**config.mk**
```make
export PLATFORM = sky130hd
export DESIGN_NAME = dibc_front
export DESIGN_NICKNAME = d
export VERILOG_FILES = /design/src/daylight_illuminance_binning_core_assert.svh /design/src/dibc_pkg.sv /design/src/dibc_front.sv
export SDC_FILE = /design/constraint.sdc
export NUM_CORES = 1
export LEC_CHECK = 0
export BUFFER_PORTS_ARGS = -buffer_cell sky130_fd_sc_hd__buf_2
export CORE_MARGIN = 2
export CORE_UTILIZATION = 49
export CTS_BUF_LIST = sky130_fd_sc_hd__clkbuf_4 sky130_fd_sc_hd__clkbuf_8
export DETAILED_ROUTE_END_ITERATION = 12
export PLACE_DENSITY_LB_ADDON = 0.2
export SYNTH_ARGS = -nofsm -noshare
export SYNTH_HDL_FRONTEND = slang
export SYNTH_SLANG_ARGS = --single-unit
```
**constraint.sdc**
```tcl
create_clock -name clk -period 8.11 [get_ports clk]
set_input_delay 0.811 -clock clk [delete_from_list [all_inputs] [get_ports clk]]
set_output_delay 0.811 -clock clk [all_outputs]
set_load 0.01 [all_outputs]
```
**src/daylight_illuminance_binning_core_assert.svh**
```systemverilog
// ---------------------------------------------------------------------------
// assertion macros for the illuminance binning core
// ---------------------------------------------------------------------------
`ifndef DAYLIGHT_ILLUMINANCE_BINNING_CORE_ASSERT_SVH
`define DAYLIGHT_ILLUMINANCE_BINNING_CORE_ASSERT_SVH

// same-cycle implication, disabled during reset
`define DIBC_ASSERT_IMPLY(label, clk, rst_n, ante, cons) \
  label: assert property (@(posedge clk) disable iff (!rst_n) (ante) |-> (cons)) \
    else $error("dibc implication check failed");

// next-cycle implication, disabled during reset
`define DIBC_ASSERT_NEXT(label, clk, rst_n, ante, cons) \
  label: assert property (@(posedge clk) disable iff (!rst_n) (ante) |=> (cons)) \
    else $error("dibc next-cycle check failed");

`endif

```
**src/dibc_pkg.sv**
```systemverilog
// ---------------------------------------------------------------------------
// dibc_pkg
// types and constants shared by the illuminance binning core
// ---------------------------------------------------------------------------
package dibc_pkg;

  localparam int ACC_W = 48;
  localparam int LVL_W = 48;

  // input kinds, also used as queued operation codes
  localparam logic [1:0] KIND_ACC   = 2'd0;
  localparam logic [1:0] KIND_READ  = 2'd1;
  localparam logic [1:0] KIND_CLEAR = 2'd2;

  // result kinds
  localparam logic RES_BIN  = 1'b0;
  localparam logic RES_READ = 1'b1;

  // bin codes
  localparam logic [1:0] BIN_UNDER = 2'd0;
  localparam logic [1:0] BIN_SUP   = 2'd1;
  localparam logic [1:0] BIN_AUT   = 2'd2;
  localparam logic [1:0] BIN_OVER  = 2'd3;

  // configuration register indexes
  localparam logic [2:0] REG_SUPPLEMENT = 3'd0;
  localparam logic [2:0] REG_AUTONOMY   = 3'd1;
  localparam logic [2:0] REG_GLARE      = 3'd2;
  localparam logic [2:0] REG_RECIP      = 3'd3;
  localparam logic [2:0] REG_W_RED      = 3'd4;
  localparam logic [2:0] REG_W_GREEN    = 3'd5;
  localparam logic [2:0] REG_W_BLUE     = 3'd6;
  localparam logic [2:0] REG_SRC_TOTAL  = 3'd7;

  // reset values
  localparam logic [47:0] RST_SUPPLEMENT = 48'd6553600;
  localparam logic [47:0] RST_AUTONOMY   = 48'd32768000;
  localparam logic [47:0] RST_GLARE      = 48'd131072000;
  localparam logic [31:0] RST_RECIP      = 32'd8589935;
  localparam logic [15:0] RST_W_RED      = 16'd17373;
  localparam logic [15:0] RST_W_GREEN    = 16'd43919;
  localparam logic [15:0] RST_W_BLUE     = 16'd4243;
  localparam logic [9:0]  RST_SRC_TOTAL  = 10'd1;

  typedef struct packed {
    logic [47:0] level_supplement;
    logic [47:0] level_autonomy;
    logic [47:0] level_glare_limit;
    logic [31:0] autonomy_reciprocal;
    logic [15:0] weight_red;
    logic [15:0] weight_green;
    logic [15:0] weight_blue;
    logic [9:0]  source_total;
  } cfg_t;

  typedef struct packed {
    logic [1:0]  op;
    logic        first;
    logic        last;
    logic [15:0] pixel;
    logic [31:0] red;
    logic [31:0] green;
    logic [31:0] blue;
    logic [31:0] coef;
  } item_t;

endpackage

```
**src/dibc_front.sv**
```systemverilog
// ---------------------------------------------------------------------------
// dibc_front
// accepts items, drops those without effect, queues the rest for the back end
// ---------------------------------------------------------------------------
module dibc_front #(
  parameter int PIXELS      = 65536,
  parameter int MAX_SOURCES = 512
) (
  input  logic               clk,
  input  logic               rst_n,
  input  logic               in_valid,
  output logic               in_ready,
  input  logic [1:0]         in_kind,
  input  logic [15:0]        in_pixel_index,
  input  logic [8:0]         in_source_index,
  input  logic [31:0]        in_sample_red,
  input  logic [31:0]        in_sample_green,
  input  logic [31:0]        in_sample_blue,
  input  logic [31:0]        in_coefficient,
  input  logic [9:0]         source_total,
  input  logic               clr_busy,
  input  logic               q_pop,
  output logic               q_valid,
  output dibc_pkg::item_t    q_item
);
  import dibc_pkg::*;

  item_t      q_r [2];
  logic       wr_ptr_r;
  logic       rd_ptr_r;
  logic [1:0] cnt_r;
  logic       pix_ok;
  logic       src_ok;
  logic       keep;
  logic       push;
  item_t      new_item;

  always_comb begin
    pix_ok = 32'(in_pixel_index) < PIXELS;
    src_ok = 32'(in_source_index) < MAX_SOURCES;
    keep   = pix_ok && ((in_kind == KIND_READ) || (in_kind == KIND_CLEAR) ||
                        ((in_kind == KIND_ACC) && src_ok));
    new_item.op    = in_kind;
    new_item.first = (in_source_index == 9'd0);
    new_item.last  = ((10'(in_source_index) + 10'd1) == source_total);
    new_item.pixel = in_pixel_index;
    new_item.red   = in_sample_red;
    new_item.green = in_sample_green;
    new_item.blue  = in_sample_blue;
    new_item.coef  = in_coefficient;
  end

  assign in_ready = (cnt_r != 2'd2) && !clr_busy;
  assign push     = in_valid && in_ready && keep;
  assign q_valid  = (cnt_r != 2'd0);
  assign q_item   = q_r[rd_ptr_r];

  always_ff @(posedge clk) begin
    if (push) begin
      q_r[wr_ptr_r] <= new_item;
    end
  end

  always_ff @(posedge clk) begin
    if (!rst_n) begin
      wr_ptr_r <= 1'b0;
      rd_ptr_r <= 1'b0;
      cnt_r    <= 2'd0;
    end else begin
      if (push) begin
        wr_ptr_r <= ~wr_ptr_r;
      end
      if (q_pop) begin
        rd_ptr_r <= ~rd_ptr_r;
      end
      cnt_r <= cnt_r + 2'(push) - 2'(q_pop);
    end
  end

endmodule

```
==> results_dict.tcl, run 1 <==
set metrics [dict create \
    dieArea_sq_um 24100 \
    rows 55 \
    yosys-top-cells-area "edfxtp_1, mux2_2, dfxtp_1" \
    criticalPathCategory "register to output pin" \
    ys_warn_count 0 \
    dieWidth_um 155 \
    async_reset_ff_frac 0 \
    slew-limit-headroom 0.272 \
    antenna_found_initial 3 \
    avgSynthCellArea_sq_um 21.0 \
    dr_total_vias 6267 \
    synth_top_area_share 0.792 \
    post-route-min-period_ps 3870 \
    cts_max_path_buffers 3 \
    slew_violations 0 \
    hold_buffers 0 \
    tns_ps 0 \
    cts_resized 0 \
    die-height_um 155 \
    instances_no_fill 1211 \
    setup_viol 0 \
    place.port_buffers 319 \
    ff_latch_area_sq_um 8990 \
    numCtsBuffers 48 \
    min_period_over_period 0.477 \
    start_util 0.497 \
    multiInputGateArea_sq_um 2160 \
    skew_ps 7.37 \
    synth_cells 534 \
    netlist_area_sq_um 11200 \
    gr-total-overflow 0 \
    startpoint_type "register" \
    fmax_mhz 258 \
    io_pins 320 \
    cp.arrival_ps 3060 \
    firstDrtPassIters 4 \
    tightest_slew_ps 1090 \
    grt_use_total 0.185 \
    clkSinkCount 301 \
    timing.hold.ws_ps 458 \
    wl_per_cell_um 19.4 \
    drive_gt1_frac 0.601 \
    post_drt_via_cell_ratio 5.18 \
    gp_congestion 0.820 \
    ant_nets 0 \
    yosysMostFrequentCell "edfxtp_1" \
    synth_top_area_cell "edfxtp_1" \
    drt_iter0_markers 360 \
    ir_drop_uv 168 \
    worst_ep_required_time_ps 7300 \
    drv_cap 0 \
    cts_root_buffer "clkbuf_8" \
    syn_nets 708 \
    wl_um 23400 \
    hpwl_um 15400 \
    ys_ff_latch 301 \
    hold_viol 0 \
    ys_top_cells_by_count "edfxtp_1, mux2_2, clkbuf_1" \
    synth.distinct_cells 39 \
    clkLatencyLatePin_ps 540 \
    synth_edf_count 296 \
    syn2layout_area_growth_pct 25.6 \
    drc 0 \
    status "complete, no violations" \
    tritoncts "built" \
    crit_fanout 79 \
    grt_pass1_wl_um 34500 \
    grt_max_degree 150 \
    min_path_type "input pin to register" \
    nNetsFinal 1065 \
    dpl.cell_count 1126 \
    yosysSeqAreaShare 0.801 \
    cts_htree_levels 2 \
    core_area_sq_um 22600 \
    num-fill-cells 1671 \
    p_leak_nw 5.25 \
    rsz0062_at_grt "false" \
    cp-end-kind "output pin" \
    p_per_area_nw_per_um2 239 \
    grt_pass1_vias 6542 \
    synthFlopType "edfxtp_1" \
    clk_pin_slew_ps 60 \
    cts_setup_buffers 0 \
    total_power_mw 3.37 \
]
final timing paths:
check,from,to,slack (ps),cells past startpoint
max,register,q_item[75],4240,3
min,in_sample_blue[14],q_r[0][46]$_DFFE_PP_,460,1
max reg2reg,cnt_r[0]$_SDFF_PN0_,q_r[1][66]$_DFFE_PP_,5940,4
min reg2reg,rd_ptr_r$_SDFFE_PN0P_,register,580,2
layout by cell type (no fill, tap or decap), drive strengths merged, types with 7 or more instances in the layout:
cell / synthesis / routed
mux2: 148 / 148
clkbuf: 11 / 74
inv: 7 / 8
buf: 5 / 323
clkinv: 0 / 9
edfxtp: 296 / 296
xor2: 7 / 7
kinds of logic (layout without fill, tap and decap cells):
logic type / after synthesis / in the layout / synth area share
xor+xnor: 12 / 12 / 0.00937
simple gates: 32 / 32 / 0.0181
flops: 301 / 301 / 0.801
buf+inv: 23 / 414 / 0.00780
compound gates: 14 / 14 / 0.0108
fa+ha+maj: 4 / 4 / 0.00446
other cells: 0 / 1 / 0
mux: 148 / 148 / 0.149
layer usage:
layer	track usage	vias up	part of all wire
met5	0	-	0.0012
met4	0.0782	4	0.032
met3	0.0719	65	0.10
met2	0.307	292	0.48
met1	0.217	3063	0.38
li1	-	2843	-
through the flow:
stage               setup WS [ps]  instance area, sq um   util
global placement             4790                 13200  0.584
floorplan                    10.8                 11200      -
finish                       4240                 14100  0.624
CTS                          4140                 14100  0.624
global route                 4010                 14100  0.624
detailed placement           4730                 13200  0.584
report_power, final:
group	internal [mW]	switching, mW
clock network	0.677	0.543
logic	0.164	0.176
registers	1.78	0.0305
critical path, stage by stage (launching register included):
cell	delay, ps
dfxtp_4	1040
buf_4	860
mux2_2	440
buf_2	150
registers in the layout, summed over array words and instances (netlist names), named ones only:
register	cells
cnt_r	2
wr_ptr_r	1
rd_ptr_r	1
q_r	296
cell type report:
| cell class | count | share of cell area |
|---|---|---|
| antenna | 1 | 0.000178 |
| clock buffer | 74 | 0.0616 |
| clock inverter | 10 | 0.00311 |
| inverter | 7 | 0.00186 |
| multi-input combinational | 210 | 0.153 |
| sequential | 301 | 0.638 |
| tap | 285 | 0.0253 |
| timing repair buffer | 323 | 0.116 |
Power figures use the tool's default switching activity.
==> run 2: changes to the inputs <==
ABC_AREA = 1   (was unset)
clock period = 3.3 ns   (was 8.11 ns; I/O delays follow)
==> run 2 against run 1 <==
Compared with the run above: highest routed layer is now met4; setup slack got worse by 3400 ps; synthesized cell count is 9.2% higher; sequential cell count did not move; via count increased by 11%; critical endpoint is now q_item[30]; utilization rose by 7.1 points; first-iteration DRC count is 10% lower; register-to-register slack worse by 4400 ps; critical path depth is the same; non-clock buffer count rose by 148; cell area up 12%; combinational power grew to 2.6 times the previous value; global-route usage increased by 0.98 points.
==> results_dict.tcl, run 2 <==
set metrics [dict create \
    tightest_slew_ps 823 \
    synth_top_area_cell "edfxtp_1" \
    syn2layout_area_growth_pct 39.0 \
    critPathSlowestCell "buf_12" \
    tritoncts "built" \
    cts_htree_levels 2 \
    dieWidth_um 156 \
    diodes 0 \
    drv_cap 0 \
    ys_ff_latch 301 \
    hpwl_um 14200 \
    ff_latch_area_sq_um 8990 \
    grt_pass1_vias 7454 \
    ir_drop_uv 343 \
    wl_per_cell_um 17.3 \
    criticalPathCategory "register to output pin" \
    firstDrtPassIters 4 \
    final_cell_mix "buf_2, edfxtp_1, mux2_2" \
    cts_setup_buffers 0 \
    setup_ws_ps 839 \
    yosysSeqAreaShare 0.793 \
    startpoint_type "register" \
    p_leak_nw 6.06 \
    yosys-top-cells-area "edfxtp_1, mux2_2, nand2_1" \
    min_period_over_period 0.746 \
    drc 0 \
    wl_um 24400 \
    fmax_mhz 406 \
    hold_buffers 147 \
    avgSynthCellArea_sq_um 19.4 \
    die-height_um 156 \
    grt_use_total 0.195 \
    numCtsBuffers 49 \
    synthFlopType "edfxtp_1" \
    min_path_type "input pin to register" \
    netlist_area_sq_um 11300 \
    cp-end-kind "output pin" \
    synth_top_area_share 0.784 \
    io_pins 320 \
    path_cells "buf_12 -> mux2_2 -> buf_2" \
    gp_congestion 0.793 \
    drive_gt1_frac 0.496 \
    synth_cells 583 \
    skew_ps 12.7 \
    grt_pass1_wl_um 37000 \
    async_reset_ff_frac 0 \
    slew_violations 0 \
    largest_register "q_r" \
    cts_root_buffer "clkbuf_8" \
    clk_pin_slew_ps 60 \
    dr_total_vias 6942 \
    yosysMostFrequentCell "edfxtp_1" \
    clkSinkCount 301 \
    ys_warn_count 0 \
    core_area_sq_um 22600 \
    num-fill-cells 1508 \
    drt_iter0_markers 323 \
    ys_top_cells_by_count "edfxtp_1, mux2_2, nand2_1" \
    cts_max_path_buffers 3 \
    place.port_buffers 319 \
    post-route-min-period_ps 2460 \
    cp.arrival_ps 2130 \
    grt_max_degree 149 \
    start_util 0.500 \
    slew-limit-headroom 0.451 \
    antenna_found_initial 0 \
    worst_ep_required_time_ps 2970 \
    multiInputGateArea_sq_um 2190 \
    rsz0062_at_grt "false" \
    setup_viol 0 \
    max_stage_delay_ps 590 \
    rows 55 \
    cts_resized 0 \
    synth_edf_count 296 \
    dieArea_sq_um 24400 \
    dpl_worst_slack_ps 1380 \
    clkLatencyLatePin_ps 540 \
    crit_fanout 148 \
    largest_reg_flops 296 \
    status "complete, no violations" \
    ant_nets 0 \
    p_per_area_nw_per_um2 533 \
    hold_viol 0 \
    total_power_mw 8.40 \
    final_core_util 0.696 \
    nNetsFinal 1263 \
    final_common_cell "buf_2" \
    syn_nets 757 \
    post_drt_via_cell_ratio 4.93 \
    top_regs "q_r (296), cnt_r (2)" \
    synth.distinct_cells 20 \
    gr-total-overflow 0 \
]
[run 2: area by class of cell]
type	instances	share of cell area
Clock buffer	62	0.0490
Clock inverter	24	0.0120
Inverter	22	0.00524
Multi-Input combinational cell	244	0.139
Sequential cell	301	0.571
Tap cell	285	0.0226
Timing Repair Buffer	471	0.201
[run 2: kinds of logic after synthesis]
logic type | after synthesis | share of synthesized area
muxes | 148 | 0.147
adders and majority gates | 4 | 0.00442
buffers and inverters | 38 | 0.0170
DFF | 301 | 0.793
and+or+nand+nor | 79 | 0.0299
AOI/OAI and AO/OA | 6 | 0.00287
xor gates and xnor gates | 7 | 0.00541
[run 2: path summary, 6_finish.rpt]
check	startpoint	endpoint	slack, ps	cells after the start
worst max-delay path	register	q_item[30]	840	3
worst min-delay path	q_pop	register	70	3
worst max register to register	cnt_r[0]$_SDFF_PN0_	q_r[1][87]$_DFFE_PP_	1540	5
worst min register to register	rd_ptr_r$_SDFFE_PN0P_	register	510	2
[run 2: critical path, delay by kind of cell, from the launching register on]
kind,cells,cell delay [ps]
muxes,1,420
DFF,1,350
buffers and inverters,2,740
[run 2: power breakdown]
group / switching [mW] / total, mW / internal (mW) / leakage [nW]
Clock: 1.36 / 3.12 / 1.77 / 0.500
Combinational: 0.437 / 0.893 / 0.456 / 2.82
Sequential: 0.0318 / 4.39 / 4.35 / 2.74
[run 2: metal layers]
layer	part of all wire	vias up	wire length (um)	GRT usage
met5	0	-	0	0
met2	0.50	272	12300	0.346
li1	-	3250	-	-
met1	0.38	3358	9310	0.218
met4	0.031	0	748	0.0756
met3	0.084	62	2040	0.0631
[run 2: per-stage QoR]
stage | setup TNS (ps) | instance area, sq um | hold slack (ps) | cells
6_report | 0 | 15800 | 70.9 | 1409
5_1_grt | 0 | 15800 | 71.6 | 1409
4_1_cts | 0 | 15800 | 40.5 | 1409
3_5_place_dp | 0 | 13300 | 497 | 1176
3_3_place_gp | 0 | 13300 | 478 | 1176
2_1_floorplan | -9190 | 11400 | 423 | 583
